$ cat src/hw/rtl/dtq_pkg.sv
// shared types and constants of the deadline timer queue
package dtq_pkg;

  localparam int ID_W     = 16;
  localparam int TAG_W    = 32;
  localparam int FIELD_TW = 48;

  typedef enum logic [1:0] {
    KIND_PUSH_OK   = 2'd0,
    KIND_EXPIRED   = 2'd1,
    KIND_SUMMARY   = 2'd2,
    KIND_PUSH_FULL = 2'd3
  } kind_t;

  typedef enum logic {
    CMD_PUSH   = 1'b0,
    CMD_EXPIRE = 1'b1
  } cmd_t;

endpackage

$ cat src/hw/rtl/dtq_if.sv
// valid/ready channels of the deadline timer queue
interface dtq_in_if;
  import dtq_pkg::*;
  logic                valid;
  logic                ready;
  logic                cmd;
  logic [ID_W-1:0]     tmr_id;
  logic [FIELD_TW-1:0] deadline;
  logic [FIELD_TW-1:0] now_ms;

  modport source (output valid, cmd, tmr_id, deadline, now_ms, input ready);
  modport sink (input valid, cmd, tmr_id, deadline, now_ms, output ready);
endinterface

interface dtq_out_if;
  import dtq_pkg::*;
  logic                valid;
  logic                ready;
  logic [1:0]          kind;
  logic [ID_W-1:0]     out_timer_id;
  logic [FIELD_TW-1:0] out_deadline;
  logic                arm_request;
  logic [FIELD_TW-1:0] next_deadline;
  logic                queue_empty;
  logic                last;

  modport source (output valid, kind, out_timer_id, out_deadline, arm_request,
                  next_deadline, queue_empty, last, input ready);
  modport sink (input valid, kind, out_timer_id, out_deadline, arm_request,
                next_deadline, queue_empty, last, output ready);
endinterface

$ cat src/hw/rtl/dtq_heap_mem.sv
// heap storage: one write port, one read port with registered data
module dtq_heap_mem #(
  parameter int DEPTH = 32,
  parameter int AW    = 5,
  parameter int EW    = 96
) (
  input  logic          clk,
  input  logic          we,
  input  logic [AW-1:0] waddr,
  input  logic [EW-1:0] wdata,
  input  logic [AW-1:0] raddr,
  output logic [EW-1:0] rdata
);

  logic [EW-1:0] mem_r [DEPTH];
  logic [EW-1:0] rdata_r;

  always_ff @(posedge clk) begin
    if (we) begin
      mem_r[waddr] <= wdata;
    end
    rdata_r <= mem_r[raddr];
  end

  assign rdata = rdata_r;

endmodule

$ cat src/hw/rtl/dtq_cmp.sv
// shared ordering unit: deadline first, then serial order tag
module dtq_cmp #(
  parameter int TB = 48,
  parameter int EW = 96
) (
  input  logic [EW-1:0] a,
  input  logic [EW-1:0] b,
  output logic          a_first
);
  import dtq_pkg::*;

  logic [TB-1:0]    a_dl, b_dl;
  logic [TAG_W-1:0] tag_diff;

  assign a_dl     = a[EW-1 -: TB];
  assign b_dl     = b[EW-1 -: TB];
  assign tag_diff = a[TAG_W-1:0] - b[TAG_W-1:0];

  always_comb begin
    if (a_dl != b_dl) begin
      a_first = a_dl < b_dl;
    end else begin
      a_first = tag_diff[TAG_W-1];
    end
  end

endmodule

$ cat src/hw/rtl/deadline_timer_queue.sv
// min-heap timer queue: push and expire over a shared compare unit and one memory
// push: the entry climbs the heap, each later parent moving down into the hole
// expire: each due root is output, the last entry refills the root and sinks past
// the earlier child; a full output register stalls the result states
// one item at a time; the heap memory's single read port sets the pace
// results leave through an output register; synchronous active-low reset empties the queue
module deadline_timer_queue #(
  parameter int CAPACITY  = 32,
  parameter int TIME_BITS = 48
) (
  input  logic     clk,
  input  logic     rst_n,
  dtq_in_if.sink   in_ch,
  dtq_out_if.source out_ch
);
  import dtq_pkg::*;

  localparam int CW = $clog2(CAPACITY + 1);
  localparam int AW = $clog2(CAPACITY);
  localparam int TB = TIME_BITS;
  localparam int EW = TB + ID_W + TAG_W;

  typedef enum logic [3:0] {
    S_IDLE, S_UP_RD, S_UP_CMP, S_PUSH_OUT, S_FULL_OUT, S_EXP_CHK, S_EXP_OUT,
    S_DN_LAST, S_DN_L_RD, S_DN_R_RD, S_DN_CMP1, S_DN_CMP2, S_SUM_OUT
  } state_t;

  state_t            state_r, state_nxt;
  logic [CW-1:0]     cnt_r, cnt_nxt;
  logic [TAG_W-1:0]  ictr_r, ictr_nxt;
  logic [AW-1:0]     pos_r, pos_nxt;
  logic [AW-1:0]     cidx_r, cidx_nxt;
  logic [EW-1:0]     e_r, e_nxt;
  logic [EW-1:0]     c_r, c_nxt;
  logic              rvalid_r, rvalid_nxt;
  logic              arm_r, arm_nxt;
  logic [TB-1:0]     now_r, now_nxt;
  logic [TB-1:0]     head_dl_r, head_dl_nxt;
  logic [ID_W-1:0]   head_id_r, head_id_nxt;

  logic                out_valid_r, out_valid_nxt;
  kind_t               kind_r, kind_nxt;
  logic [ID_W-1:0]     oid_r, oid_nxt;
  logic [FIELD_TW-1:0] odl_r, odl_nxt;
  logic                oarm_r, oarm_nxt;
  logic [FIELD_TW-1:0] onext_r, onext_nxt;
  logic                oempty_r, oempty_nxt;
  logic                olast_r, olast_nxt;

  logic          mem_we;
  logic [AW-1:0] mem_waddr, mem_raddr;
  logic [EW-1:0] mem_wdata, mem_rdata;

  logic [EW-1:0] cmp_a, cmp_b;
  logic          cmp_first;

  logic [TB-1:0]       in_dl, in_now;
  logic                slot_free;
  logic [AW-1:0]       parent;
  logic [CW:0]         l_idx, r_idx;
  logic [FIELD_TW-1:0] head_dl_out;

  dtq_heap_mem #(.DEPTH(CAPACITY), .AW(AW), .EW(EW)) u_mem (
    .clk   (clk),
    .we    (mem_we),
    .waddr (mem_waddr),
    .wdata (mem_wdata),
    .raddr (mem_raddr),
    .rdata (mem_rdata)
  );

  dtq_cmp #(.TB(TB), .EW(EW)) u_cmp (
    .a       (cmp_a),
    .b       (cmp_b),
    .a_first (cmp_first)
  );

  assign in_dl       = TB'(64'(in_ch.deadline));
  assign in_now      = TB'(64'(in_ch.now_ms));
  assign slot_free   = !out_valid_r || out_ch.ready;
  assign parent      = AW'((pos_r - AW'(1)) >> 1);
  assign l_idx       = (CW + 1)'({pos_r, 1'b1});
  assign r_idx       = l_idx + (CW + 1)'(1);
  assign head_dl_out = FIELD_TW'(64'(head_dl_r));

  assign in_ch.ready = (state_r == S_IDLE);

  always_comb begin
    case (state_r)
      S_UP_CMP: begin
        cmp_a = e_r;
        cmp_b = mem_rdata;
      end
      S_DN_CMP1: begin
        cmp_a = mem_rdata;
        cmp_b = c_r;
      end
      default: begin
        cmp_a = c_r;
        cmp_b = e_r;
      end
    endcase
  end

  always_comb begin
    state_nxt  = state_r;
    cnt_nxt    = cnt_r;
    ictr_nxt   = ictr_r;
    pos_nxt    = pos_r;
    cidx_nxt   = cidx_r;
    e_nxt      = e_r;
    c_nxt      = c_r;
    rvalid_nxt = rvalid_r;
    arm_nxt    = arm_r;
    now_nxt    = now_r;

    out_valid_nxt = out_valid_r && !out_ch.ready;
    kind_nxt      = kind_r;
    oid_nxt       = oid_r;
    odl_nxt       = odl_r;
    oarm_nxt      = oarm_r;
    onext_nxt     = onext_r;
    oempty_nxt    = oempty_r;
    olast_nxt     = olast_r;

    mem_we    = 1'b0;
    mem_waddr = pos_r;
    mem_wdata = e_r;
    mem_raddr = parent;

    case (state_r)
      S_IDLE: begin
        if (in_ch.valid) begin
          if (in_ch.cmd == CMD_PUSH) begin
            e_nxt = {in_dl, in_ch.tmr_id, ictr_r};
            if (cnt_r == CW'(CAPACITY)) begin
              state_nxt = S_FULL_OUT;
            end else begin
              arm_nxt   = (cnt_r == '0) || (in_dl < head_dl_r);
              ictr_nxt  = ictr_r + TAG_W'(1);
              pos_nxt   = cnt_r[AW-1:0];
              cnt_nxt   = cnt_r + CW'(1);
              state_nxt = S_UP_RD;
            end
          end else begin
            now_nxt   = in_now;
            state_nxt = S_EXP_CHK;
          end
        end
      end
      S_UP_RD: begin
        if (pos_r == '0) begin
          mem_we    = 1'b1;
          state_nxt = S_PUSH_OUT;
        end else begin
          state_nxt = S_UP_CMP;
        end
      end
      S_UP_CMP: begin
        mem_we = 1'b1;
        if (cmp_first) begin
          // parent moves down into the hole
          mem_wdata = mem_rdata;
          pos_nxt   = parent;
          state_nxt = S_UP_RD;
        end else begin
          state_nxt = S_PUSH_OUT;
        end
      end
      S_PUSH_OUT: begin
        if (slot_free) begin
          out_valid_nxt = 1'b1;
          kind_nxt      = KIND_PUSH_OK;
          oid_nxt       = e_r[TAG_W +: ID_W];
          odl_nxt       = FIELD_TW'(64'(e_r[EW-1 -: TB]));
          oarm_nxt      = arm_r;
          onext_nxt     = head_dl_out;
          oempty_nxt    = 1'b0;
          olast_nxt     = 1'b1;
          state_nxt     = S_IDLE;
        end
      end
      S_FULL_OUT: begin
        if (slot_free) begin
          out_valid_nxt = 1'b1;
          kind_nxt      = KIND_PUSH_FULL;
          oid_nxt       = e_r[TAG_W +: ID_W];
          odl_nxt       = FIELD_TW'(64'(e_r[EW-1 -: TB]));
          oarm_nxt      = 1'b0;
          onext_nxt     = (cnt_r != '0) ? head_dl_out : '0;
          oempty_nxt    = (cnt_r == '0);
          olast_nxt     = 1'b1;
          state_nxt     = S_IDLE;
        end
      end
      S_EXP_CHK: begin
        if (cnt_r != '0 && head_dl_r <= now_r) begin
          state_nxt = S_EXP_OUT;
        end else begin
          state_nxt = S_SUM_OUT;
        end
      end
      S_EXP_OUT: begin
        mem_raddr = AW'(cnt_r - CW'(1));
        if (slot_free) begin
          out_valid_nxt = 1'b1;
          kind_nxt      = KIND_EXPIRED;
          oid_nxt       = head_id_r;
          odl_nxt       = head_dl_out;
          oarm_nxt      = 1'b0;
          onext_nxt     = '0;
          oempty_nxt    = 1'b0;
          olast_nxt     = 1'b0;
          cnt_nxt       = cnt_r - CW'(1);
          state_nxt     = (cnt_r > CW'(1)) ? S_DN_LAST : S_EXP_CHK;
        end
      end
      S_DN_LAST: begin
        // last entry refills the root hole
        e_nxt     = mem_rdata;
        pos_nxt   = '0;
        state_nxt = S_DN_L_RD;
      end
      S_DN_L_RD: begin
        mem_raddr = l_idx[AW-1:0];
        if (l_idx >= {1'b0, cnt_r}) begin
          mem_we    = 1'b1;
          state_nxt = S_EXP_CHK;
        end else begin
          state_nxt = S_DN_R_RD;
        end
      end
      S_DN_R_RD: begin
        mem_raddr  = r_idx[AW-1:0];
        c_nxt      = mem_rdata;
        cidx_nxt   = l_idx[AW-1:0];
        rvalid_nxt = r_idx < {1'b0, cnt_r};
        state_nxt  = S_DN_CMP1;
      end
      S_DN_CMP1: begin
        if (rvalid_r && cmp_first) begin
          c_nxt    = mem_rdata;
          cidx_nxt = cidx_r + AW'(1);
        end
        state_nxt = S_DN_CMP2;
      end
      S_DN_CMP2: begin
        mem_we = 1'b1;
        if (cmp_first) begin
          mem_wdata = c_r;
          pos_nxt   = cidx_r;
          state_nxt = S_DN_L_RD;
        end else begin
          state_nxt = S_EXP_CHK;
        end
      end
      S_SUM_OUT: begin
        if (slot_free) begin
          out_valid_nxt = 1'b1;
          kind_nxt      = KIND_SUMMARY;
          oid_nxt       = '0;
          odl_nxt       = '0;
          oarm_nxt      = (cnt_r != '0);
          onext_nxt     = (cnt_r != '0) ? head_dl_out : '0;
          oempty_nxt    = (cnt_r == '0);
          olast_nxt     = 1'b1;
          state_nxt     = S_IDLE;
        end
      end
      default: begin
        state_nxt = S_IDLE;
      end
    endcase
  end

  // root copy kept in flops so pushes and expire checks skip a read
  always_comb begin
    head_dl_nxt = head_dl_r;
    head_id_nxt = head_id_r;
    if (mem_we && mem_waddr == '0) begin
      head_dl_nxt = mem_wdata[EW-1 -: TB];
      head_id_nxt = mem_wdata[TAG_W +: ID_W];
    end
  end

  always_ff @(posedge clk) begin
    if (!rst_n) begin
      state_r     <= S_IDLE;
      cnt_r       <= '0;
      ictr_r      <= '0;
      out_valid_r <= 1'b0;
    end else begin
      state_r     <= state_nxt;
      cnt_r       <= cnt_nxt;
      ictr_r      <= ictr_nxt;
      out_valid_r <= out_valid_nxt;
    end
    pos_r     <= pos_nxt;
    cidx_r    <= cidx_nxt;
    e_r       <= e_nxt;
    c_r       <= c_nxt;
    rvalid_r  <= rvalid_nxt;
    arm_r     <= arm_nxt;
    now_r     <= now_nxt;
    head_dl_r <= head_dl_nxt;
    head_id_r <= head_id_nxt;
    kind_r    <= kind_nxt;
    oid_r     <= oid_nxt;
    odl_r     <= odl_nxt;
    oarm_r    <= oarm_nxt;
    onext_r   <= onext_nxt;
    oempty_r  <= oempty_nxt;
    olast_r   <= olast_nxt;
  end

  assign out_ch.valid         = out_valid_r;
  assign out_ch.kind          = kind_r;
  assign out_ch.out_timer_id  = oid_r;
  assign out_ch.out_deadline  = odl_r;
  assign out_ch.arm_request   = oarm_r;
  assign out_ch.next_deadline = onext_r;
  assign out_ch.queue_empty   = oempty_r;
  assign out_ch.last          = olast_r;

  a_cnt_bound: assert property (@(posedge clk) disable iff (!rst_n)
    cnt_r <= CW'(CAPACITY))
    else $error("pending count above capacity");

  a_cnt_step: assert property (@(posedge clk) disable iff (!rst_n)
    $past(rst_n) |-> (cnt_r == $past(cnt_r) || cnt_r == $past(cnt_r) + CW'(1) ||
                      cnt_r + CW'(1) == $past(cnt_r)))
    else $error("pending count moved by more than one");

  a_wr_range: assert property (@(posedge clk) disable iff (!rst_n)
    mem_we |-> ({1'b0, mem_waddr} < (AW + 1)'(CAPACITY) && CW'(mem_waddr) < cnt_r))
    else $error("heap write outside the live entries");

endmodule

$ cat src/flat_wrapper.sv
// flat-port wrapper written by rule: the top's interface ports become plain ports
module deadline_timer_queue_flat import dtq_pkg::*;
#(
  parameter int CAPACITY  = 32,
  parameter int TIME_BITS = 48
)
  (clk, rst_n, in_ch_valid, in_ch_cmd, in_ch_tmr_id, in_ch_deadline, in_ch_now_ms, in_ch_ready, out_ch_valid, out_ch_kind, out_ch_out_timer_id, out_ch_out_deadline, out_ch_arm_request, out_ch_next_deadline, out_ch_queue_empty, out_ch_last, out_ch_ready);
  dtq_in_if in_ch_i ();
  dtq_out_if out_ch_i ();
  input  logic clk;
  input  logic rst_n;
  input wire logic [$bits(in_ch_i.valid)-1:0] in_ch_valid;
  input wire logic [$bits(in_ch_i.cmd)-1:0] in_ch_cmd;
  input wire logic [$bits(in_ch_i.tmr_id)-1:0] in_ch_tmr_id;
  input wire logic [$bits(in_ch_i.deadline)-1:0] in_ch_deadline;
  input wire logic [$bits(in_ch_i.now_ms)-1:0] in_ch_now_ms;
  output wire logic [$bits(in_ch_i.ready)-1:0] in_ch_ready;
  output wire logic [$bits(out_ch_i.valid)-1:0] out_ch_valid;
  output wire logic [$bits(out_ch_i.kind)-1:0] out_ch_kind;
  output wire logic [$bits(out_ch_i.out_timer_id)-1:0] out_ch_out_timer_id;
  output wire logic [$bits(out_ch_i.out_deadline)-1:0] out_ch_out_deadline;
  output wire logic [$bits(out_ch_i.arm_request)-1:0] out_ch_arm_request;
  output wire logic [$bits(out_ch_i.next_deadline)-1:0] out_ch_next_deadline;
  output wire logic [$bits(out_ch_i.queue_empty)-1:0] out_ch_queue_empty;
  output wire logic [$bits(out_ch_i.last)-1:0] out_ch_last;
  input wire logic [$bits(out_ch_i.ready)-1:0] out_ch_ready;
  assign in_ch_i.valid = in_ch_valid;
  assign in_ch_i.cmd = in_ch_cmd;
  assign in_ch_i.tmr_id = in_ch_tmr_id;
  assign in_ch_i.deadline = in_ch_deadline;
  assign in_ch_i.now_ms = in_ch_now_ms;
  assign in_ch_ready = in_ch_i.ready;
  assign out_ch_valid = out_ch_i.valid;
  assign out_ch_kind = out_ch_i.kind;
  assign out_ch_out_timer_id = out_ch_i.out_timer_id;
  assign out_ch_out_deadline = out_ch_i.out_deadline;
  assign out_ch_arm_request = out_ch_i.arm_request;
  assign out_ch_next_deadline = out_ch_i.next_deadline;
  assign out_ch_queue_empty = out_ch_i.queue_empty;
  assign out_ch_last = out_ch_i.last;
  assign out_ch_i.ready = out_ch_ready;
  deadline_timer_queue #(.CAPACITY(CAPACITY), .TIME_BITS(TIME_BITS)) u_core (.clk(clk), .rst_n(rst_n), .in_ch(in_ch_i), .out_ch(out_ch_i));
endmodule
$ cat config.mk
export PLATFORM = sky130hd
export DESIGN_NAME = deadline_timer_queue_flat
export DESIGN_NICKNAME = d
export VERILOG_FILES = /design/src/hw/rtl/dtq_pkg.sv /design/src/hw/rtl/dtq_if.sv /design/src/hw/rtl/dtq_heap_mem.sv /design/src/hw/rtl/dtq_cmp.sv /design/src/hw/rtl/deadline_timer_queue.sv /design/src/flat_wrapper.sv
export SDC_FILE = /design/constraint.sdc
export NUM_CORES = 2
export LEC_CHECK = 0
export BUFFER_PORTS_ARGS = -buffer_cell sky130_fd_sc_hd__buf_2
export CAP_MARGIN = 20
export CORE_UTILIZATION = 45
export DETAILED_ROUTE_END_ITERATION = 8
export GPL_TIMING_DRIVEN = 1
export SYNTH_ARGS = -nofsm -noshare
export SYNTH_HDL_FRONTEND = slang
export SYNTH_SLANG_ARGS = --single-unit
$ cat constraint.sdc
create_clock -name clk -period 14.7 [get_ports clk]
set_input_delay 1.47 -clock clk [delete_from_list [all_inputs] [get_ports clk]]
set_output_delay 1.47 -clock clk [all_outputs]
set_load 0.05 [all_outputs]
==> results.json <==
{
  "worst_slew_pin_slew_ns": 1.26,
  "slew_headroom_pct": 15.8,
  "yosys_warnings": 0,
  "clkSinkCount": 3644,
  "io_pins": 236,
  "post-route-period-util_pct": 52.3,
  "ir_drop_uv": 278,
  "ys_async_sr_fraction_pct": 0,
  "root_buffer": "clkbuf_16",
  "slew_viol_final": 0,
  "finalHoldViolations": 0,
  "place.gp.congestion": 0.836,
  "finalCriticalPeriod_ns": 7.68,
  "cts_buffers": 365,
  "clk_path_buf_depth": 4,
  "ys_types": 74,
  "drt-pass1-iter-count": 8,
  "cts_tree": "built",
  "critPathKind": "reg2reg",
  "synth_cells": 8369,
  "power_density_nw_per_um2": 213,
  "drtIter0Drc": 9828,
  "clock.fmax_mhz": 130,
  "buffer_ports.inserted": 235,
  "grt_max_degree": 144,
  "synth_top_area_share_pct": 72.0,
  "via_per_inst": 6.23,
  "dpl.hpwl_mm": 221,
  "antenna_found_initial": 11,
  "crit_chain": "buf_4 > buf_4 > mux2i_1 > o21ai_0 > ha_1 > nand4_1 > or3_1 > nand4b_1 > or4b_1 > a2111oi_0 > or4_1 > nor2_4 > buf_12 > o21ai_4 > buf_4 > buf_4",
  "ant_nets": 0,
  "worstHoldPathType": "reg2reg",
  "drive_gt1_share_pct": 16.6,
  "grt_pass1_vias": 80200,
  "power_frac_seq_pct": 39.2,
  "synth-edff-count": 3505,
  "start_util_pct": 45.4,
  "clk_latency_ns": 0.95,
  "p_switching_mw": 12.6,
  "cap_violations": 0,
  "cp_max_fo": 100,
  "grt.total_usage_pct": 25.5,
  "slowest_stage": "buf_4",
  "switching_share_pct": 35.5,
  "die_w_um": 572,
  "wl_mm": 428,
  "layout_setup_ws_ns": 7.02,
  "row_count": 208,
  "area_growth_pct": 13.8,
  "route.detailed.drc": 0,
  "p_comb_share_pct": 34.4,
  "internal_power_mw": 22.9,
  "synth_area_leader_cell": "edfxtp_1",
  "vias": 83200,
  "synth_seq_cells": 3644,
  "synth-seq-area-share_pct": 73.9,
  "grt_overflow": 0,
  "nNetsFinal": 9046,
  "status": "finished clean",
  "synth_area_leaders": "edfxtp_1 (72%), mux2i_1 (9.0%), mux4_2 (2.9%), a221oi_1 (2.3%), a22oi_1 (2.0%)",
  "fin_skew_ns": 0.0494,
  "syn-cell-area_um2": 146000,
  "end_kind": "flop",
  "synth_flop_cell": "edfxtp_1",
  "post-cts-setup-buffers": 0,
  "path_clk_slew_ns": 0.06,
  "core_region_area_um2": 322000,
  "die_h_um": 572,
  "grt_setup_unrepaired": "no",
  "dp_slack_ns": 6.51,
  "die_area_um2": 327000,
  "cp.arrival_ns": 8.24,
  "startpoint_type": "flop",
  "synth_nets": 8680,
  "holdBufCountCts": 0,
  "layout_commonest_cell": "edfxtp_1",
  "layout_common_cells": "edfxtp_1 (3505), mux2i_1 (1316), a221oi_1 (384), a22oi_1 (383), clkbuf_16 (371)",
  "p_leak_nw": 56.5,
  "setup_viol": 0,
  "critPathRequiredTime_ns": 15.26,
  "slowest_delay_ns": 0.87,
  "clockPowerShare_pct": 26.4,
  "avgSynthCellArea_um2": 17.5,
  "crit_top_cell": "buf_4",
  "htreeDepth": 5,
  "grt_pass1_wl_mm": 597,
  "setup_tns_ns": 0,
  "routedWlPerCell_um": 32.0,
  "cts_resized": 0
}
-- cell usage after synthesis, types with 97 or more instances --
cell          n
nand2_1     222
mux2_2      101
a22oi_1     384
mux2i_1    1316
dfxtp_1     139
inv_1       113
clkbuf_1    331
nor2_1      173
mux4_2      190
o2bb2ai_1    97
o21ai_0     363
a21oi_1     152
nand3_1     121
ha_1        194
edfxtp_1   3505
buf_2       130
a221oi_1    384
-- worst paths after layout --
path	to	startpoint	slack (ns)	cells after the start
worst max register to register	u_core.c_r[54]	u_core.state_r[3]	7.02	16
worst min-delay path	u_core.c_r[41]	u_core.u_mem.rdata[41]	0.48	0
worst max-delay path	u_core.c_r[54]	u_core.state_r[3]	7.02	16
worst min register to register	u_core.c_r[41]	u_core.u_mem.rdata[41]	0.48	0
-- layout make-up --
cell class,count,area (um2)
clock inverter,196,2060
clock buffer,486,10000
tap,4305,5390
antenna,8,20.0
sequential,3644,108000
inverter,114,428
multi-input combinational,4095,36600
fill,25900,156000
timing repair buffer,515,3900
-- sequential cells by signal, summed over array words and instances (netlist names), 2 cells and up --
| register | cells |
|---|---|
| u_core.head_dl_out | 48 |
| u_core.ictr_r | 32 |
| u_core.head_id_r | 16 |
| u_core.out_ch.kind | 2 |
| u_core.u_mem.mem_r | 3072 |
| u_core.u_mem.rdata | 96 |
| u_core.state_r | 4 |
| u_core.mem_waddr | 5 |
| u_core.out_ch.out_timer_id | 16 |
| u_core.out_ch.out_deadline | 48 |
| u_core.out_ch.next_deadline | 48 |
| u_core.cidx_r | 5 |
| u_core.cnt_r | 6 |
| u_core.e_r | 96 |
| u_core.c_r | 96 |
| u_core.now_r | 48 |
-- worst max-delay path: cells and delay by family, from the launching register on --
| kind | cells | cell delay, ns |
|---|---|---|
| AND/OR/NAND/NOR | 6 | 1.90 |
| adder cells (fa/ha/maj) | 1 | 0.31 |
| flip-flops | 1 | 0.57 |
| buffers and inverters | 5 | 3.19 |
| multiplexers | 1 | 0.26 |
| AO/OA/AOI/OAI | 3 | 0.89 |
-- layer usage --
| metal | routed length, um | part of all wire, % | GRT usage (%) | vias up |
|---|---|---|---|---|
| li1 | - | - | - | 34700 |
| met1 | 180000 | 42 | 36.6 | 43700 |
| met2 | 199000 | 47 | 40.8 | 4051 |
| met3 | 35900 | 8.4 | 3.54 | 671 |
| met4 | 12700 | 3.0 | 7.34 | 4 |
| met5 | 32 | 0.0075 | 0 | - |
-- through the flow --
stage	hold slack, ns	power [mW]	cell area, um2	cells	utilization [%]
after floorplan	0.427	22.0	146000	8369	-
after global placement	0.454	25.8	153000	12600	47.6
after detailed placement	0.466	26.0	153000	12600	47.6
after CTS	0.480	35.3	166000	13300	51.4
after global routing	0.486	36.7	166000	13400	51.6
final	0.476	35.5	166000	13400	51.6
-- power by group through the flow --
stage          registers, mW  clock network, mW  logic, mW
2_1_floorplan           14.2                  0       7.79
3_3_place_gp            14.1                  0       11.7
3_5_place_dp            14.1                  0       11.9
4_1_cts                 13.9               9.47       11.9
5_1_grt                 13.9               9.85       12.9
6_report                13.9               9.36       12.2
-- cells by family after synthesis --
family          after synthesis  synth area share, %
xor+xnor                     45                0.270
mux                        1607                 12.7
simple gates                738                 2.38
fa+ha+maj                   194                 1.66
flops                      3644                 73.9
buf+inv                     630                 1.75
compound gates             1511                 7.34
No activity file was read; power rests on OpenSTA's default activity.
